[src/rotary_encoder_button_qualifier_macros.svh]
// ----------------------------------------------------------------------------
// rotary encoder button qualifier assertion macros
// concurrent checks clocked on clk and held off while arst_n is low
// ----------------------------------------------------------------------------
`ifndef ROTARY_ENCODER_BUTTON_QUALIFIER_MACROS_SVH
`define ROTARY_ENCODER_BUTTON_QUALIFIER_MACROS_SVH

`ifndef ASSERT_OFF

// consequent must hold in the same cycle as the antecedent
`define REBQ_ASSERT_SAME(label, ante, cons) \
	label: assert property (@(posedge clk) disable iff (!arst_n) (ante) |-> (cons)) \
		else $error("rebq check failed");

// consequent must hold in the cycle after the antecedent
`define REBQ_ASSERT_NEXT(label, ante, cons) \
	label: assert property (@(posedge clk) disable iff (!arst_n) (ante) |=> (cons)) \
		else $error("rebq check failed");

`else

`define REBQ_ASSERT_SAME(label, ante, cons)
`define REBQ_ASSERT_NEXT(label, ante, cons)

`endif

`endif

[src/rebq_pkg.sv]
// ----------------------------------------------------------------------------
// rebq_pkg
// shared request and result types, register indexes and reset values
// ----------------------------------------------------------------------------
`default_nettype none

package rebq_pkg;

	// configuration port
	localparam int CFG_INDEX_BITS = 1;
	localparam int CFG_DATA_BITS  = 20;
	localparam int DEBOUNCE_BITS  = 16;
	localparam int LONG_BITS      = 20;

	localparam logic [CFG_INDEX_BITS-1:0] CFG_DEBOUNCE   = 1'd0;
	localparam logic [CFG_INDEX_BITS-1:0] CFG_LONG_PRESS = 1'd1;

	localparam logic [DEBOUNCE_BITS-1:0] DEBOUNCE_RESET = 16'd40;
	localparam logic [LONG_BITS-1:0]     LONG_RESET     = 20'd5000;

	// field widths
	localparam int NOW_BITS     = 32;
	localparam int POS_OUT_BITS = 16;
	// common width for timestamp and threshold compares
	localparam int CMP_BITS     = 32;

	typedef struct packed {
		logic                clk_level;
		logic                dt_level;
		logic                switch_level;
		logic [NOW_BITS-1:0] now_ms;
	} sample_t;

	typedef struct packed {
		logic signed [POS_OUT_BITS-1:0] position;
		logic                           pressed;
		logic                           clicked;
		logic                           long_pressed;
	} result_t;

	typedef struct packed {
		logic [DEBOUNCE_BITS-1:0] debounce_ms;
		logic [LONG_BITS-1:0]     long_press_ms;
	} cfg_t;

	typedef struct packed {
		logic pressed;
		logic clicked;
		logic long_pressed;
	} sw_status_t;

endpackage

`default_nettype wire

[src/rotary_encoder_button_qualifier.sv]
// ----------------------------------------------------------------------------
// rotary_encoder_button_qualifier: encoder position and qualified switch
// an accepted request passes the input register, then the result register, to result valid
// throughput one request per cycle while result_stall does not hold the result register
// reset: position 0, channel a high, switch released, debounce 40 ms, long press 5000 ms
// ----------------------------------------------------------------------------
`default_nettype none
`include "rotary_encoder_button_qualifier_macros.svh"

module rotary_encoder_button_qualifier #(
	parameter int POSITION_BITS = 16,
	parameter int TIME_BITS     = 32
) (
	input  wire logic                                  clk,
	input  wire logic                                  arst_n,
	input  wire logic                                  cfg_we,
	input  wire logic [rebq_pkg::CFG_INDEX_BITS-1:0]   cfg_index,
	input  wire logic [rebq_pkg::CFG_DATA_BITS-1:0]    cfg_data,
	input  wire logic                                  sample_valid,
	output      logic                                  sample_stall,
	input  wire rebq_pkg::sample_t                     sample,
	output      logic                                  result_valid,
	input  wire logic                                  result_stall,
	output      rebq_pkg::result_t                     result
);

	localparam int OW = rebq_pkg::POS_OUT_BITS;
	localparam int DW = rebq_pkg::DEBOUNCE_BITS;
	localparam int LW = rebq_pkg::LONG_BITS;

	rebq_pkg::cfg_t       cfg_q;
	logic                 valid_s1;
	rebq_pkg::sample_t    sample_s1;
	rebq_pkg::result_t    result_s2;
	logic                 advance;
	logic                 take;
	logic signed [POSITION_BITS-1:0] pos_next;
	rebq_pkg::sw_status_t sw_status;

	// configuration registers
	always_ff @(posedge clk or negedge arst_n) begin
		if (!arst_n) begin
			cfg_q.debounce_ms   <= rebq_pkg::DEBOUNCE_RESET;
			cfg_q.long_press_ms <= rebq_pkg::LONG_RESET;
		end else if (cfg_we) begin
			case (cfg_index)
				rebq_pkg::CFG_DEBOUNCE:   cfg_q.debounce_ms   <= cfg_data[DW-1:0];
				rebq_pkg::CFG_LONG_PRESS: cfg_q.long_press_ms <= cfg_data[LW-1:0];
				default: ;
			endcase
		end
	end

	// handshake: stage 1 moves on whenever the result register can take it
	assign advance      = valid_s1 && (!result_valid || !result_stall);
	assign sample_stall = valid_s1 && !advance;
	assign take         = sample_valid && !sample_stall;

	// input register
	always_ff @(posedge clk or negedge arst_n) begin
		if (!arst_n) begin
			valid_s1 <= 1'b0;
		end else if (take) begin
			valid_s1 <= 1'b1;
		end else if (advance) begin
			valid_s1 <= 1'b0;
		end
	end

	always_ff @(posedge clk) begin
		if (take) begin
			sample_s1 <= sample;
		end
	end

	rebq_quad #(
		.POSITION_BITS(POSITION_BITS)
	) u_quad (
		.clk     (clk),
		.arst_n  (arst_n),
		.advance (advance),
		.a       (sample_s1.clk_level),
		.b       (sample_s1.dt_level),
		.count   (pos_next)
	);

	rebq_switch #(
		.TIME_BITS(TIME_BITS)
	) u_switch (
		.clk         (clk),
		.arst_n      (arst_n),
		.advance     (advance),
		.raw_pressed (~sample_s1.switch_level),
		.now         (sample_s1.now_ms[TIME_BITS-1:0]),
		.cfg         (cfg_q),
		.status      (sw_status)
	);

	// result register
	always_ff @(posedge clk or negedge arst_n) begin
		if (!arst_n) begin
			result_valid <= 1'b0;
		end else if (advance) begin
			result_valid <= 1'b1;
		end else if (!result_stall) begin
			result_valid <= 1'b0;
		end
	end

	always_ff @(posedge clk) begin
		if (advance) begin
			result_s2.position     <= OW'(pos_next);
			result_s2.pressed      <= sw_status.pressed;
			result_s2.clicked      <= sw_status.clicked;
			result_s2.long_pressed <= sw_status.long_pressed;
		end
	end

	assign result = result_s2;

	// checks
	`REBQ_ASSERT_SAME(a_pulse_excl, result_valid, !(result.clicked && result.long_pressed))
	`REBQ_ASSERT_SAME(a_click_released, result_valid && result.clicked, !result.pressed)
	`REBQ_ASSERT_SAME(a_long_held, result_valid && result.long_pressed, result.pressed)
	`REBQ_ASSERT_NEXT(a_s1_hold, valid_s1 && !advance, valid_s1)

endmodule

`default_nettype wire

[src/rebq_quad.sv]
// ----------------------------------------------------------------------------
// rebq_quad
// quadrature step counter: every change of channel a steps the position
// ----------------------------------------------------------------------------
`default_nettype none

module rebq_quad #(
	parameter int POSITION_BITS = 16
) (
	input  wire logic                            clk,
	input  wire logic                            arst_n,
	input  wire logic                            advance,
	input  wire logic                            a,
	input  wire logic                            b,
	output      logic signed [POSITION_BITS-1:0] count
);

	logic                     prev_a_q;
	logic [POSITION_BITS-1:0] count_q;
	logic [POSITION_BITS-1:0] count_next;

	// step up when a equals b, down otherwise, wrapping
	always_comb begin
		count_next = count_q;
		if (a != prev_a_q) begin
			if (a == b) begin
				count_next = count_q + POSITION_BITS'(1);
			end else begin
				count_next = count_q - POSITION_BITS'(1);
			end
		end
	end

	assign count = $signed(count_next);

	// encoder state, updated once per request
	always_ff @(posedge clk or negedge arst_n) begin
		if (!arst_n) begin
			prev_a_q <= 1'b1;
			count_q  <= '0;
		end else if (advance) begin
			prev_a_q <= a;
			count_q  <= count_next;
		end
	end

endmodule

`default_nettype wire

[src/rebq_switch.sv]
// ----------------------------------------------------------------------------
// rebq_switch
// switch debounce with click and long-press qualification
// ----------------------------------------------------------------------------
`default_nettype none

module rebq_switch #(
	parameter int TIME_BITS = 32
) (
	input  wire logic                       clk,
	input  wire logic                       arst_n,
	input  wire logic                       advance,
	input  wire logic                       raw_pressed,
	input  wire logic [TIME_BITS-1:0]       now,
	input  wire rebq_pkg::cfg_t             cfg,
	output      rebq_pkg::sw_status_t       status
);

	localparam int CW = rebq_pkg::CMP_BITS;

	logic                 prev_raw_q;
	logic                 stable_q;
	logic [TIME_BITS-1:0] change_time_q;
	logic [TIME_BITS-1:0] press_start_q;
	logic                 latched_q;

	logic                 stable_n;
	logic [TIME_BITS-1:0] change_time_n;
	logic [TIME_BITS-1:0] press_start_n;
	logic                 latched_n;
	logic [TIME_BITS-1:0] since_change;
	logic [TIME_BITS-1:0] since_press;
	logic                 accept;
	logic                 press_begins;
	logic                 click;
	logic                 long_hit;

	// raw change restarts the debounce window
	assign change_time_n = (raw_pressed != prev_raw_q) ? now : change_time_q;
	assign since_change  = now - change_time_n;
	assign since_press   = now - press_start_q;

	assign accept = (CW'(since_change) > CW'(cfg.debounce_ms)) && (raw_pressed != stable_q);
	assign press_begins = accept && raw_pressed;

	// accepted edge: a press restarts the hold time, a release may click
	always_comb begin
		stable_n      = stable_q;
		press_start_n = press_start_q;
		latched_n     = latched_q;
		click         = 1'b0;
		if (accept) begin
			stable_n = raw_pressed;
			if (raw_pressed) begin
				press_start_n = now;
				latched_n     = 1'b0;
			end else begin
				click = (CW'(since_press) < CW'(cfg.long_press_ms)) && !latched_q;
			end
		end
		// hold time is zero on the request that starts the press
		long_hit = stable_n && !latched_n &&
			((press_begins ? CW'(0) : CW'(since_press)) >= CW'(cfg.long_press_ms));
		if (long_hit) begin
			latched_n = 1'b1;
		end
	end

	assign status.pressed      = stable_n;
	assign status.clicked      = click;
	assign status.long_pressed = long_hit;

	// switch state, updated once per request
	always_ff @(posedge clk or negedge arst_n) begin
		if (!arst_n) begin
			prev_raw_q    <= 1'b0;
			stable_q      <= 1'b0;
			change_time_q <= '0;
			press_start_q <= '0;
			latched_q     <= 1'b0;
		end else if (advance) begin
			prev_raw_q    <= raw_pressed;
			stable_q      <= stable_n;
			change_time_q <= change_time_n;
			press_start_q <= press_start_n;
			latched_q     <= latched_n;
		end
	end

endmodule

`default_nettype wire

[config.mk]
export PLATFORM = sky130hd
export DESIGN_NAME = rotary_encoder_button_qualifier
export DESIGN_NICKNAME = d
export VERILOG_FILES = /design/src/rebq_pkg.sv /design/src/rotary_encoder_button_qualifier.sv /design/src/rebq_quad.sv /design/src/rebq_switch.sv
export VERILOG_INCLUDE_DIRS = /design/src /design/src/src
export SDC_FILE = /design/constraint.sdc
export NUM_CORES = 1
export LEC_CHECK = 0
export BUFFER_PORTS_ARGS = -buffer_cell sky130_fd_sc_hd__buf_2
export CORE_ASPECT_RATIO = 1.25
export CORE_MARGIN = 2
export CORE_UTILIZATION = 55
export CTS_CLUSTER_SIZE = 8
export DETAILED_ROUTE_END_ITERATION = 8
export GPL_TIMING_DRIVEN = 0
export PLACE_DENSITY_LB_ADDON = 0.15
export RECOVER_POWER = 25
export SYNTH_ARGS = -nofsm -noshare
export SYNTH_HDL_FRONTEND = slang
export SYNTH_SLANG_ARGS = --single-unit
[constraint.sdc]
create_clock -name clk -period 18.4 [get_ports clk]
set_input_delay 2.76 -clock clk [delete_from_list [all_inputs] [get_ports clk]]
set_output_delay 2.76 -clock clk [all_outputs]
set_load 0.005 [all_outputs]
==> results of run 1 <==
## cells by family after synthesis
kind of cell / synth area share, %
AND/OR/NAND/NOR: 15.0
multiplexers: 8.97
AO/OA/AOI/OAI: 16.6
XOR/XNOR: 5.23
adder cells (fa/ha/maj): 12.9
buffers and inverters: 4.44
flip-flops: 36.9
## worst max-delay path, delay by kind of cell, from the launching register on
| kind | cells | cell delay, ps |
|---|---|---|
| AO/OA/AOI/OAI | 18 | 4550 |
| AND/OR/NAND/NOR | 9 | 1970 |
| buffers and inverters | 5 | 1960 |
| XOR/XNOR | 2 | 830 |
| adder cells (fa/ha/maj) | 3 | 740 |
| flip-flops | 1 | 540 |
## layout by cell type, fill, tap and decap left out, types with 26 or more instances in the layout
cell type  synthesis  final
a21o_1            28     28
a21oi_1           87     87
buf_2              1     78
clkbuf_1          41     45
dfrtp_1          114    114
edfxtp_1          54     54
ha_1             121    121
inv_1            100    100
mux2_1            27     27
mux2_2            51     51
mux2i_1           26     26
nand2_1          122    122
nand3_1           26     26
nor2_1           105    105
o21ai_0           75     75
xnor2_1           42     42
xor2_1            32     32
## sequential cells by signal (all words and copies together), names as in the netlist
signal / cells
cfg_q: 36
sample_s1: 35
u_switch.change_time_q: 32
u_switch.press_start_q: 32
result: 19
u_quad.count_q: 16
result_valid: 1
u_quad.prev_a_q: 1
u_switch.latched_q: 1
u_switch.prev_raw_q: 1
u_switch.stable_q: 1
valid_s1: 1
## cell type report
class / count / area (um^2)
well taps: 288 / 360
plain buffers: 47 / 190
flip-flops and latches: 176 / 4680
fillers: 2016 / 8680
multi-input cells: 1039 / 7450
inverters: 100 / 375
clock inverters: 15 / 215
repair buffers: 82 / 428
clock buffers: 17 / 425
## power by group
| part | switching [uW] | leakage, uW | internal [uW] |
|---|---|---|---|
| sequential | 65.9 | 0.00194 | 516 |
| combinational | 649 | 0.00400 | 477 |
| clock | 186 | 0.000309 | 211 |
| total | 901 | 0.00625 | 1200 |
## through the flow
| step | cell area [um^2] | power (uW) | setup WS, ps | hold slack (ps) | std cells |
|---|---|---|---|---|---|
| 2_1_floorplan | 12700 | 1430 | 10230 | 450 | 1362 |
| 3_3_place_gp | 13500 | 1670 | 7500 | 465 | 1731 |
| 3_5_place_dp | 13500 | 1700 | 7580 | 479 | 1732 |
| 4_1_cts | 14100 | 2110 | 7540 | 494 | 1764 |
| 5_1_grt | 14100 | 2290 | 6620 | 504 | 1764 |
| 6_report | 14100 | 2100 | 7560 | 490 | 1764 |
## metal layers
| layer | share of wire [%] | vias to the layer above | GRT usage, % |
|---|---|---|---|
| met5 | 0 | - | 0 |
| met4 | 3.4 | 0 | 10.2 |
| met3 | 3.2 | 57 | 3.61 |
| met2 | 50 | 208 | 46.3 |
| met1 | 44 | 4917 | 33.1 |
| li1 | - | 5117 | - |
## worst min path at each step
stage                                from                          to  slack (ps)
2_1_floorplan   u_switch.change_time_q[0]   u_switch.change_time_q[0]         450
3_3_place_gp    u_switch.change_time_q[0]   u_switch.change_time_q[0]         470
3_5_place_dp    u_switch.change_time_q[0]   u_switch.change_time_q[0]         480
6_report                  u_quad.prev_a_q             u_quad.prev_a_q         490
5_1_grt        u_switch.press_start_q[18]  u_switch.press_start_q[18]         500
4_1_cts                   u_quad.prev_a_q             u_quad.prev_a_q         490
==> flow_summary.ini, run 1 <==
[synth]
syn-cell-area_um2 = 12700
synth_top_cell_by_area = dfrtp_1
yosysSeqAreaShare_pct = 36.9
synth_edf_count = 54
ys_top_cells_by_count = 122 x nand2_1, 121 x ha_1, 114 x dfrtp_1, 105 x nor2_1, 100 x inv_1
synth_seq_cells = 176
synth_nets = 1546
syn_inst = 1362
synthFlopType = dfrtp_1
synthArstFlopShare_pct = 69.3
synth_most_common_cell = nand2_1
yosysWarningCount = 0
post-synth-top-area-fraction_pct = 22.5
syn-mean-instance-area_um2 = 9.32
synth.area.top_cells = dfrtp_1 22%, edfxtp_1 13%, ha_1 12%
yosysUniqueCellTypes = 75

[setup_path]
cpPeakStageDelay_ps = 640
critical_path_required_ps = 18610
crit_fanout = 10
crit_end = result[0]
crit_slowest_cell = clkbuf_1
crit_start = sample_s1[32]
rr_startpoint = sample_s1[32]
cp_common_cell = a21oi_1
reg2regPathDepth = 37
end_kind = flip-flop
timing.rr.end = result[0]
worstPathArrival_ps = 11050
r2r_setup_slack_ps = 7560
worst-setup-path-type = reg -> reg
startpoint_type = flip-flop

[global_route]
grt_max_degree = 64
grt_antenna_before_repair = 0
grt_util_all_layers_pct = 26.4
grt_pass1_vias = 10057
grt_pass1_wl_mm = 51.3
grt_overflow = 0

[layout]
drive_gt1_share_pct = 12.5
num_antenna_cells = 0
final_util_pct = 62.0
area_delta_synth_final_pct = 11.3
fin_nets = 1647

[cts]
cts_tree = yes
clock_path_buffers = 2
ctsResizeCount = 0
clock_latency_ps = 450
postCtsSetupBuffers = 0
clock_sinks = 176
cts_hold_buf = 0
cts_buffers = 17
cts_htree_levels = 4
cts_root_buf = clkbuf_16
clk_pin_slew_worst_paths_ps = 70

[floorplanning]
die_y_um = 174
boundaryPins = 82
core_area_um2 = 22800
die_w_um = 140
num_rows = 62
die-area_um2 = 24300
start_util_pct = 55.7

[timing]
hold_viol_final = 0
setup_violations = 0
rsz0062_at_grt = no
max_slew_margin_pct = -152
max_freq_mhz = 92.2
fin_crit_ps = 10840
drv_slew = 63
fin_worst_skew_ps = 15.1
period_share_pct = 58.9
setup_tns_ps = 0
worst_slew_pin_slew_ps = 3770

[routing]
drt_pass1_iterations = 5
drt-total-wl_mm = 31.6
wire_per_inst_um = 17.9
ant_nets = 0
route.detailed.drc = 0
drt-initial-drc-count = 555
num_vias = 10299
via_per_inst = 5.84

[worst_hold_path]
min_path_cells = 2
worstHoldPathType = reg -> reg

[placed_design]
dpl.hpwl_mm = 24.6
port_buffers = 81
gp_congestion = 0.974

[status]
outcome = finished with violations
violations = max-capacitance violations, max-slew violations

[power]
p_per_area_nw_per_um2 = 149
ir_worst_vdd_uv = 81.6
p_leak_uw = 0.00625

[flow_run]
maxCapViolations = 1
No activity file was read; power rests on OpenSTA's default activity.
==> run 2, diff against run 1 <==
- clock period: 18.4 -> 10.46 ns (I/O delays scaled with it)
==> flow_summary.ini, run 2 (same netlist as run 1, synthesis figures left out) <==
[status]
outcome = finished with violations
violations = max-capacitance violations, max-slew violations

[worst_hold_path]
worstHoldPathType = reg -> reg

[placed_design]
port_buffers = 81
dpl.hpwl_mm = 24.6
dp.cells = 1732
placed_cell_area_um2 = 13500
gp_congestion = 0.974

[routing]
route.detailed.drc = 0
via_per_inst = 5.84
num_vias = 10295
drt-total-wl_mm = 31.6
drt_pass1_iterations = 5
wire_per_inst_um = 17.9
ant_nets = 0
drt-initial-drc-count = 578

[setup_path]
cpPeakStageDelay_ps = 480
crit_slowest_cell = a2111oi_1
startpoint_type = flip-flop
worstPathArrival_ps = 9860
end_kind = flip-flop
worst-setup-path-type = reg -> reg
cp_common_cell = a21oi_1
crit_fanout = 19
critical_path_required_ps = 10670

[layout]
reg_top3 = cfg_q: 36 flops, sample_s1: 35 flops
layout_common_cells = 122 x nand2_1, 121 x ha_1, 114 x dfrtp_1
largest-register = cfg_q
fin_area_um2 = 14200
stdcell_count = 1764
layout_commonest_cell = nand2_1
drive_gt1_share_pct = 13.0
fin_nets = 1647
num_antenna_cells = 0
area_delta_synth_final_pct = 11.7
largest_register_ffs = 36

[floorplanning]
die-area_um2 = 24300
num_rows = 62
die_w_um = 140
boundaryPins = 82
core_area_um2 = 22800
die_y_um = 174
start_util_pct = 55.7

[timing]
rsz0062_at_grt = no
worst_slew_pin_slew_ps = 3780
max_slew_margin_pct = -152
setup_tns_ps = 0
fin_worst_skew_ps = 17.6
hold_ws_ps = 490
period_share_pct = 92.3
setup_violations = 0
hold_viol_final = 0
max_freq_mhz = 104
fin_crit_ps = 9660
drv_slew = 63

[cts]
clk_pin_slew_worst_paths_ps = 80
cts_buffers = 17
cts_htree_levels = 4
clock_sinks = 176
clock_path_buffers = 2
cts_root_buf = clkbuf_16
cts_tree = yes
clock_latency_ps = 450
cts_hold_buf = 0

[global_route]
grt_max_degree = 64
grt_util_all_layers_pct = 26.4
grt_pass1_vias = 10061
grt_pass1_wl_mm = 51.3
grt_antenna_before_repair = 0
grt_overflow = 0

[flow_run]
maxCapViolations = 1

[power]
p_leak_uw = 0.00628
ir_worst_vdd_uv = 144
fin_total_pwr_uw = 3710
p_per_area_nw_per_um2 = 261
run 2: critical path: cells and delay by family (launching register included):
family          cells  cell delay (ps)
compound gates     19             4650
simple gates        9             1770
buf+inv             5             1210
fa+ha+maj           3              740
xor+xnor            2              660
flops               1              360
run 2: timing repair:
item,in CTS,in global routing
gates resized for setup,5,11
setup endpoints to repair,2,2
setup buffers,0,1
run 2: metal layers:
layer / GRT usage, % / wire length, um / vias to the layer above
li1: - / - / 5118
met1: 33.2 / 13700 / 4911
met2: 46.3 / 15800 / 211
met3: 3.53 / 1010 / 55
met4: 10.2 / 1050 / 0
met5: 0 / 0 / -
run 2: cell type report:
class / instances / area, um^2
fill: 2011 / 8630
multi-input combinational: 1039 / 7490
sequential: 176 / 4680
timing repair buffer: 83 / 435
clock buffer: 17 / 425
inverter: 100 / 375
tap: 288 / 360
clock inverter: 15 / 215
buffer: 46 / 195
run 2: path summary, 6_finish.rpt:
check | startpoint | endpoint | slack (ps) | cells after the start
min in group asynchronous | arst_n | u_switch.change_time_q[1] | 2420 | 1
max | sample_s1[32] | result[0] | 800 | 38
min | u_quad.prev_a_q | u_quad.prev_a_q | 490 | 2
max reg2reg | sample_s1[32] | result[0] | 800 | 38
max in group asynchronous | arst_n | valid_s1 | 5920 | 1
min reg2reg | u_quad.prev_a_q | u_quad.prev_a_q | 490 | 2
run 2: power by group:
group | switching [uW] | leakage, uW | total [uW] | internal [uW]
registers | 116 | 0.00194 | 1020 | 908
clock network | 326 | 0.000309 | 697 | 371
logic | 1140 | 0.00403 | 1990 | 843
total | 1590 | 0.00628 | 3710 | 2120
run 2: through the flow:
stage | utilization [%] | worst slack, ps
4_1_cts | 62.1 | 75.8
5_1_grt | 62.2 | 57.3
3_3_place_gp | 59.0 | -441
3_5_place_dp | 59.2 | -356
6_report | 62.2 | 805
2_1_floorplan | - | 2290
